`src/hw/rtl/ycpr_pkg.sv`:
```
// ============================================================================
// ycpr_pkg
// Shared types, coefficient tables and helper functions for the YCbCr pair
// to RGB converter.
// ============================================================================
`default_nettype none

package ycpr_pkg;

    // Conversion mode codes. The spare code behaves as the full-range mode.
    typedef logic [1:0] t_mode;
    localparam t_mode MODE_STUDIO  = 2'd0;
    localparam t_mode MODE_DECIMAL = 2'd1;
    localparam t_mode MODE_FULL    = 2'd2;

    // Accumulator width: the largest sum is about 35.0e6 in studio mode.
    localparam int ACC_W = 28;
    typedef logic signed [ACC_W-1:0] t_acc;

    // Number of register stages from the input register to the result register.
    localparam int PIPE_DEPTH = 8;

    localparam t_acc CHROMA_MID = 28'sd128;

    // Division by 10000 through a reciprocal, exact for inputs below 2^22.
    localparam int DEC_IN_W   = 22;
    localparam int DEC_PROD_W = 45;
    localparam int DEC_Q_LSB  = 36;
    typedef logic [DEC_PROD_W-1:0] t_prod;
    localparam t_prod DEC_RECIP = 45'd6871948;
    localparam t_acc  DEC_SAT   = 28'sd2560000;

    // Green in decimal mode subtracts weighted, already clamped red and blue.
    localparam t_acc DEC_G_RK = 28'sd5094;
    localparam t_acc DEC_G_BK = 28'sd1942;

    // Per-mode coefficients. The red/blue/green offsets fold the mode's constant
    // terms (luma black level, chroma bias, rounding constant) into one addend.
    typedef struct packed {
        t_acc luma;
        t_acc luma_g;
        t_acc red;
        t_acc blue;
        t_acc green_b;
        t_acc green_r;
        t_acc off_r;
        t_acc off_b;
        t_acc off_g;
    } t_coef;

    // Chroma products shared by both pixels of a pair.
    typedef struct packed {
        t_acc red;
        t_acc blue;
        t_acc green_b;
        t_acc green_r;
    } t_chroma;

    function automatic t_coef coef_for(t_mode mode);
        t_coef k;
        unique case (mode)
            MODE_STUDIO: begin
                k = '{luma: 28'sd76309, luma_g: 28'sd76309,
                      red: 28'sd104597, blue: 28'sd132201,
                      green_b: 28'sd25675, green_r: 28'sd53279,
                      off_r: -28'sd1220944, off_b: -28'sd1220944,
                      off_g: -28'sd1220944};
            end
            MODE_DECIMAL: begin
                k = '{luma: 28'sd11644, luma_g: 28'sd19837,
                      red: 28'sd15938, blue: 28'sd20238,
                      green_b: 28'sd0, green_r: 28'sd0,
                      off_r: -28'sd181236, off_b: -28'sd180836,
                      off_g: -28'sd311710};
            end
            default: begin
                k = '{luma: 28'sd16384, luma_g: 28'sd16384,
                      red: 28'sd22970, blue: 28'sd29032,
                      green_b: 28'sd5638, green_r: 28'sd11700,
                      off_r: 28'sd8192, off_b: 28'sd8192,
                      off_g: 28'sd8192};
            end
        endcase
        return k;
    endfunction

    // Arithmetic shift by 14 or 16, then clamp to 0..255. The rounding
    // constant for the 14-bit case is already in the sum.
    function automatic logic [7:0] clamp_shift(t_acc s, logic full);
        t_acc q;
        q = full ? (s >>> 14) : (s >>> 16);
        if (q < 28'sd0) begin
            return 8'd0;
        end else if (q > 28'sd255) begin
            return 8'd255;
        end
        return q[7:0];
    endfunction

    function automatic t_prod recip_mul(t_acc s);
        return t_prod'(s[DEC_IN_W-1:0]) * DEC_RECIP;
    endfunction

    function automatic logic [7:0] dec_quot(logic neg, logic sat, t_prod prod);
        if (neg) begin
            return 8'd0;
        end else if (sat) begin
            return 8'd255;
        end
        return prod[DEC_Q_LSB+7:DEC_Q_LSB];
    endfunction

endpackage

`default_nettype wire

```
`src/hw/rtl/ycpr_pixel_pipe.sv`:
```
// ============================================================================
// ycpr_pixel_pipe
// Pipeline for one pixel of the pair: luma products, sums, scaling, clamp
// and the dependent green channel of the decimal mode.
// ============================================================================
`default_nettype none

module ycpr_pixel_pipe (
    input  wire logic              i_clk,
    input  wire logic [7:0]        i_luma,
    input  wire ycpr_pkg::t_mode   i_mode,
    input  wire ycpr_pkg::t_chroma i_chroma,
    output logic [7:0]             o_red,
    output logic [7:0]             o_green,
    output logic [7:0]             o_blue
);

    // i_luma and i_mode come from the input stage; i_chroma is one stage later.
    ycpr_pkg::t_coef w_k1;
    ycpr_pkg::t_coef w_k2;
    logic            w_full3;
    logic            w_dec4;
    logic            w_dec7;

    ycpr_pkg::t_acc  r_s2_pl;
    ycpr_pkg::t_acc  r_s2_plg;
    ycpr_pkg::t_mode r_s2_mode;

    ycpr_pkg::t_acc  r_s3_r;
    ycpr_pkg::t_acc  r_s3_b;
    ycpr_pkg::t_acc  r_s3_g;
    ycpr_pkg::t_mode r_s3_mode;

    logic [7:0]      r_s4_r_sh;
    logic [7:0]      r_s4_b_sh;
    logic [7:0]      r_s4_g_sh;
    logic            r_s4_r_neg;
    logic            r_s4_r_sat;
    logic            r_s4_b_neg;
    logic            r_s4_b_sat;
    ycpr_pkg::t_prod r_s4_r_prod;
    ycpr_pkg::t_prod r_s4_b_prod;
    ycpr_pkg::t_acc  r_s4_g_lin;
    ycpr_pkg::t_mode r_s4_mode;

    logic [7:0]      r_s5_r;
    logic [7:0]      r_s5_b;
    logic [7:0]      r_s5_g_sh;
    ycpr_pkg::t_acc  r_s5_g_lin;
    ycpr_pkg::t_mode r_s5_mode;

    logic [7:0]      r_s6_r;
    logic [7:0]      r_s6_b;
    logic [7:0]      r_s6_g_sh;
    ycpr_pkg::t_acc  r_s6_g_sum;
    ycpr_pkg::t_mode r_s6_mode;

    logic [7:0]      r_s7_r;
    logic [7:0]      r_s7_b;
    logic [7:0]      r_s7_g_sh;
    logic            r_s7_g_neg;
    logic            r_s7_g_sat;
    ycpr_pkg::t_prod r_s7_g_prod;
    ycpr_pkg::t_mode r_s7_mode;

    logic [7:0]      r_s8_r;
    logic [7:0]      r_s8_g;
    logic [7:0]      r_s8_b;

    assign w_k1    = ycpr_pkg::coef_for(i_mode);
    assign w_k2    = ycpr_pkg::coef_for(r_s2_mode);
    assign w_full3 = (r_s3_mode != ycpr_pkg::MODE_STUDIO);
    assign w_dec4  = (r_s4_mode == ycpr_pkg::MODE_DECIMAL);
    assign w_dec7  = (r_s7_mode == ycpr_pkg::MODE_DECIMAL);

    always_ff @(posedge i_clk) begin
        // Luma products.
        r_s2_pl   <= w_k1.luma * ycpr_pkg::t_acc'(i_luma);
        r_s2_plg  <= w_k1.luma_g * ycpr_pkg::t_acc'(i_luma);
        r_s2_mode <= i_mode;

        // Linear sums with folded offsets.
        r_s3_r    <= r_s2_pl + i_chroma.red + w_k2.off_r;
        r_s3_b    <= r_s2_pl + i_chroma.blue + w_k2.off_b;
        r_s3_g    <= r_s2_plg + w_k2.off_g - i_chroma.green_b - i_chroma.green_r;
        r_s3_mode <= r_s2_mode;

        // Shift modes finish here; the decimal mode multiplies by 1/10000.
        r_s4_r_sh   <= ycpr_pkg::clamp_shift(r_s3_r, w_full3);
        r_s4_b_sh   <= ycpr_pkg::clamp_shift(r_s3_b, w_full3);
        r_s4_g_sh   <= ycpr_pkg::clamp_shift(r_s3_g, w_full3);
        r_s4_r_neg  <= r_s3_r[ycpr_pkg::ACC_W-1];
        r_s4_r_sat  <= (r_s3_r >= ycpr_pkg::DEC_SAT);
        r_s4_b_neg  <= r_s3_b[ycpr_pkg::ACC_W-1];
        r_s4_b_sat  <= (r_s3_b >= ycpr_pkg::DEC_SAT);
        r_s4_r_prod <= ycpr_pkg::recip_mul(r_s3_r);
        r_s4_b_prod <= ycpr_pkg::recip_mul(r_s3_b);
        r_s4_g_lin  <= r_s3_g;
        r_s4_mode   <= r_s3_mode;

        r_s5_r     <= w_dec4 ? ycpr_pkg::dec_quot(r_s4_r_neg, r_s4_r_sat, r_s4_r_prod)
                             : r_s4_r_sh;
        r_s5_b     <= w_dec4 ? ycpr_pkg::dec_quot(r_s4_b_neg, r_s4_b_sat, r_s4_b_prod)
                             : r_s4_b_sh;
        r_s5_g_sh  <= r_s4_g_sh;
        r_s5_g_lin <= r_s4_g_lin;
        r_s5_mode  <= r_s4_mode;

        // Decimal green depends on the clamped red and blue.
        r_s6_g_sum <= r_s5_g_lin
                      - ycpr_pkg::DEC_G_RK * ycpr_pkg::t_acc'(r_s5_r)
                      - ycpr_pkg::DEC_G_BK * ycpr_pkg::t_acc'(r_s5_b);
        r_s6_r     <= r_s5_r;
        r_s6_b     <= r_s5_b;
        r_s6_g_sh  <= r_s5_g_sh;
        r_s6_mode  <= r_s5_mode;

        r_s7_g_neg  <= r_s6_g_sum[ycpr_pkg::ACC_W-1];
        r_s7_g_sat  <= (r_s6_g_sum >= ycpr_pkg::DEC_SAT);
        r_s7_g_prod <= ycpr_pkg::recip_mul(r_s6_g_sum);
        r_s7_r      <= r_s6_r;
        r_s7_b      <= r_s6_b;
        r_s7_g_sh   <= r_s6_g_sh;
        r_s7_mode   <= r_s6_mode;

        r_s8_r <= r_s7_r;
        r_s8_b <= r_s7_b;
        r_s8_g <= w_dec7 ? ycpr_pkg::dec_quot(r_s7_g_neg, r_s7_g_sat, r_s7_g_prod)
                         : r_s7_g_sh;
    end

    assign o_red   = r_s8_r;
    assign o_green = r_s8_g;
    assign o_blue  = r_s8_b;

endmodule

`default_nettype wire

```
`config.mk`:
```
export PLATFORM = sky130hd
export DESIGN_NAME = ycpr_pixel_pipe
export DESIGN_NICKNAME = d
export VERILOG_FILES = /design/src/hw/rtl/ycpr_pkg.sv /design/src/hw/rtl/ycpr_pixel_pipe.sv
export SDC_FILE = /design/constraint.sdc
export NUM_CORES = 2
export LEC_CHECK = 0
export BUFFER_PORTS_ARGS = -buffer_cell sky130_fd_sc_hd__buf_2
export CORE_MARGIN = 1.5
export CORE_UTILIZATION = 59
export CTS_CLUSTER_SIZE = 8
export DETAILED_ROUTE_END_ITERATION = 6
export PLACE_DENSITY = 0.88
export SKIP_LAST_GASP = 1
export SLEW_MARGIN = 20
export SYNTH_ARGS = -nofsm -noshare
export SYNTH_HDL_FRONTEND = slang
export SYNTH_SLANG_ARGS = --single-unit
```
`constraint.sdc`:
```
create_clock -name i_clk -period 6.8 [get_ports i_clk]
set_clock_uncertainty 0.1 [all_clocks]
set_input_delay 0 -clock i_clk [delete_from_list [all_inputs] [get_ports i_clk]]
set_output_delay 0 -clock i_clk [all_outputs]
set_load 0.005 [all_outputs]
```
**Yosys cells after proc, flatten, opt, wreduce, memory -nomap -nowiden**

Index checks and enable logic that the tools add are counted.

- Output and inout bits: 24
- Register bits after elaboration: 488
- Input bits: 123
- Word-level logic and storage cells: 108

- Equality and inequality tests: 4
- Add/sub/neg operators: 9
- Reductions and logical operators: 3
- $lt $le $gt $ge: 9
- Mux-type cells: 38
- Multiply operators: 7

Operators with widths:

| kind | count |
|---|---|
| one-hot mux 241 bit (2 select lines) | 1 |
| two-way mux 8 bit | 21 |
| one-hot mux 84 bit (2 select lines) | 1 |
| adder 28 bit | 5 |
| multiplier 45 x 21 -> 42 bit (second input constant) | 3 |
| greater-or-equal comparator 28 x 23 -> 1 bit (second input constant) | 3 |
| multiplier 28 x 9 -> 28 bit | 2 |
| subtractor 28 bit | 2 |
| greater-than comparator 14 x 9 -> 1 bit (second input constant) | 3 |
| < comparator 14 x 1 -> 1 bit (second input constant) | 3 |
| two-way mux 13 bit | 3 |
| subtractor 28 x 20 -> 28 bit | 1 |
| subtractor 28 x 22 -> 28 bit | 1 |
| multiplier 12 x 8 -> 20 bit (first input constant) | 1 |
| multiplier 10 x 8 -> 18 bit (first input constant) | 1 |
| two-way mux 1 bit | 12 |
| == test 2 x 1 -> 1 bit (second input constant) | 4 |
| logical NOT 2 bit | 2 |
| nonzero test 2 bit | 1 |

**Logic depth before layout (Yosys ltp)**

- Depth after elaboration: 6
- Mapped depth: 27
- Gate-level depth less buffers: 27

**Worst setup path after synthesis**

No wires, ideal clock.

- Kind: register to register
- Start point: register r_s6_g_sum[21]
- End point: register r_s7_g_prod[42]
- Required time: 6.628 ns
- Cell stages (with the launch flop): 21
- Arrival: 6.187 ns
- Path slack: 0.441 ns
- Path through: dfxtp_1 > ha_1 > fa_1 > fa_1 > fa_1 > fa_1 > inv_1 > fa_1 > inv_1 > fa_1 > inv_1 > ha_1 > a21oi_1 > o21ai_0 > a2111oi_0 > o211ai_1 > a221o_1 > a41oi_1 > nand2b_1 > a21oi_1 > xnor2_1

- Longest elaborated chain between the ends: 1

RTL lines:

| item | line | RTL |
|---|---|---|
| start: declaration | ycpr_pixel_pipe.sv:55 | `ycpr_pkg::t_acc r_s6_g_sum;` |
| start signal: assignment | ycpr_pixel_pipe.sv:110 | `r_s6_g_sum <= r_s5_g_lin` |
| multiplier 45 x 21 -> 42 bit | ycpr_pkg.sv:101 | `return t_prod'(s[DEC_IN_W-1:0]) * DEC_RECIP;` |
| end signal: assignment | ycpr_pixel_pipe.sv:120 | `r_s7_g_prod <= ycpr_pkg::recip_mul(r_s6_g_sum);` |
| end: declaration | ycpr_pixel_pipe.sv:63 | `ycpr_pkg::t_prod r_s7_g_prod;` |

No other way between the ends.

**Worst setup path in the final report**

- Start point: register r_s3_r[6]
- End point: register r_s4_r_prod[42]

- Longest elaborated chain between the ends: 1

RTL lines:

| item | line | RTL |
|---|---|---|
| start: declaration | ycpr_pixel_pipe.sv:29 | `ycpr_pkg::t_acc r_s3_r;` |
| start signal: assignment | ycpr_pixel_pipe.sv:83 | `r_s3_r <= r_s2_pl + i_chroma.red + w_k2.off_r;` |
| multiplier 45 x 21 -> 42 bit | ycpr_pkg.sv:101 |  |
| end signal: assignment | ycpr_pixel_pipe.sv:96 | `r_s4_r_prod <= ycpr_pkg::recip_mul(r_s3_r);` |
| end: declaration | ycpr_pixel_pipe.sv:41 | `ycpr_pkg::t_prod r_s4_r_prod;` |

No other way between the ends.

==> impl_metrics.json <==
{
  "status": "complete, no violations",
  "globalRouteMet1Util": 0.414,
  "ys_seq_area_frac": 0.152,
  "ant_nets": 0,
  "ys_ff_latch": 382,
  "cts-root-buf": "clkbuf_16",
  "clock_sinks": 382,
  "place_congestion": 1.02,
  "wirelength_um": 134000,
  "grt_max_degree": 38,
  "grt_pass1_wl_um": 212000,
  "grt_overflow": 0,
  "initial_core_util": 0.599,
  "pre_cts_slack_ps": -159,
  "via_count": 36000,
  "avgSynthCellArea_sq_um": 9.84,
  "drc": 0,
  "antenna_found_initial": 0,
  "cts_max_level": 2,
  "drt_pass1_iterations": 5,
  "cts_tree": "yes",
  "period_share": 0.975,
  "grt_setup_unrepaired": "yes",
  "use_met2": 0.529,
  "hold_viol_final": 0,
  "dieHeight_um": 295,
  "setup_tns_ps": 0,
  "fp.coreArea_sq_mm": 0.0841,
  "critPathKind": "flop to flop",
  "netlist_instances": 5114,
  "path_max_fanout": 4,
  "slew_viol_final": 0,
  "drt_iter0_drc": 2516,
  "track_usage": 0.318,
  "worst_pin_slew_ps": 875,
  "busiest_layer": "met2",
  "clock_latency_ps": 610,
  "synth_cell_type_count": 79,
  "nets": 7277,
  "worstPathArrival_ps": 7000,
  "via_per_inst": 5.45,
  "cp.required_ps": 7170,
  "yosysWarnings": 0,
  "hold-worst-slack_ps": 90.3,
  "synth_flop_cell": "dfxtp_1",
  "async_reset_ff_frac": 0,
  "worst_slack_ps": 169,
  "antenna_cells": 0,
  "synth.cell_area_sq_mm": 0.0503,
  "clock.fmax_mhz": 151,
  "drt-wirelength-per-cell_um": 20.4,
  "layout_commonest_cell": "inv_1",
  "die_w_um": 295,
  "layout-drive-gt1-share": 0.0840,
  "dieArea_sq_mm": 0.0871,
  "cp-end-kind": "flop",
  "final_cell_mix": "1490 x inv_1, 862 x fa_1, 817 x ha_1, 342 x dfxtp_1, 178 x nand2_1",
  "hpwl_um": 115000,
  "max_cap_violations": 0,
  "start_kind": "flop",
  "synthesis.nets": 6933,
  "hold_class": "input port to flop",
  "port_buffers": 146,
  "rows": 106,
  "grt_pass1_vias": 38900,
  "numCtsBuffers": 54,
  "min_period_ps": 6630,
  "pin_count": 147,
  "clk_pin_slew_ps": 50,
  "slew_headroom": 0.415,
  "area_growth_syn_to_layout_pct": 10.4,
  "nFillCells": 6356,
  "synth_edf_count": 0,
  "setup_viol": 0,
  "clk_path_buf_depth": 3,
  "gr-usage-met3": 0.0542
}
[Yosys cell counts, types with 13 or more instances]
library cell	number	area, sq um
a211oi_1	20	150
a21o_1	72	541
a21oi_1	178	891
a31oi_1	50	313
and2_1	26	163
and3_1	25	156
clkbuf_1	32	120
dfxtp_1	382	7650
fa_1	862	17300
ha_1	834	10400
inv_1	1499	5630
nand2_1	178	668
nand2b_1	33	206
nand3_1	47	235
nand4_1	21	131
nor2_1	155	582
nor2b_1	38	238
nor3_1	40	200
nor4_1	13	81.3
o21a_1	26	195
o21ai_0	112	561
o21bai_1	22	165
o31ai_1	32	240
xnor2_1	176	1540
xor2_1	65	569
[registers in the layout, indices dropped and copies added (netlist names), 26 cells and up]
name and cells:
r_s5_g_lin 28, r_s4_g_lin 28, r_s3_r 28, r_s3_g 28, r_s2_pl 26, r_s6_g_sum 28, r_s3_b 28, r_s2_plg 26
[worst paths after layout]
kind / startpoint / to / slack [ps] / depth (start not counted)
setup / recovery: r_s3_r[6]$_DFF_P_ / r_s4_r_prod[42]$_DFF_P_ / 170 / 25
hold reg to reg: r_s5_mode[0]$_DFF_P_ / r_s6_mode[0]$_DFF_P_ / 200 / 0
hold / removal: i_chroma[56] / r_s3_b[0]$_DFF_P_ / 90 / 3
setup reg to reg: r_s3_r[6]$_DFF_P_ / r_s4_r_prod[42]$_DFF_P_ / 170 / 25
[worst max-delay path, stage by stage (launching register included)]
cell and delay (ps):
dfxtp_1 340, buf_4 170, ha_2 200, buf_4 160, fa_1 500, inv_1 80
fa_1 540, fa_1 440, fa_1 490, inv_1 60, fa_1 490, inv_1 50
fa_1 480, inv_1 40, ha_1 320, and3_4 200, nand3_1 120, nor2_1 80
and2_1 180, o311ai_2 290, buf_4 160, a31oi_1 80, buf_4 170, or4_4 450
and2_1 190, xor2_1 130
[stage by stage]
stage               cells  area, sq um   util
floorplan            5114        50300      -
global placement     6482        53300  0.634
detailed placement   6482        53300  0.634
CTS                  6588        55300  0.658
global route         6596        55600  0.661
finish               6596        55600  0.661
[cells by family after synthesis]
group,Yosys count,share of synthesized area
adders and majority gates,1696,0.550
buffers and inverters,1543,0.115
AOI/OAI and AO/OA,624,0.0804
and+or+nand+nor,620,0.0590
DFF,382,0.152
xor gates and xnor gates,241,0.0419
muxes,8,0.00162
[metal layers]
layer  vias up  routed length, um
met2      1347              63000
met5         -                  0
met3       315               9200
met4         0               6530
met1     17800              55700
li1      16500                  -
[timing repair]
item	in CTS	in global routing
endpoints found under the hold margin	45	0
endpoints found under the setup margin	8	23
cloned	0	0
setup buffers	1	8
gates resized for setup	19	77
pin swaps	2	10
hold buffers	45	0
[layout make-up]
type,instances,area (sq um),area share
Sequential cell,382,7710,0.139
Clock inverter,3,66.3,0.00119
Tap cell,1134,1420,0.0255
Timing Repair Buffer,331,2230,0.0402
Inverter,1500,5630,0.101
Clock buffer,57,1390,0.0251
Multi-Input combinational cell,3189,37100,0.668
Power is not shown: default switching activity piles up to over one toggle a cycle in this logic, so the estimate is an artifact.
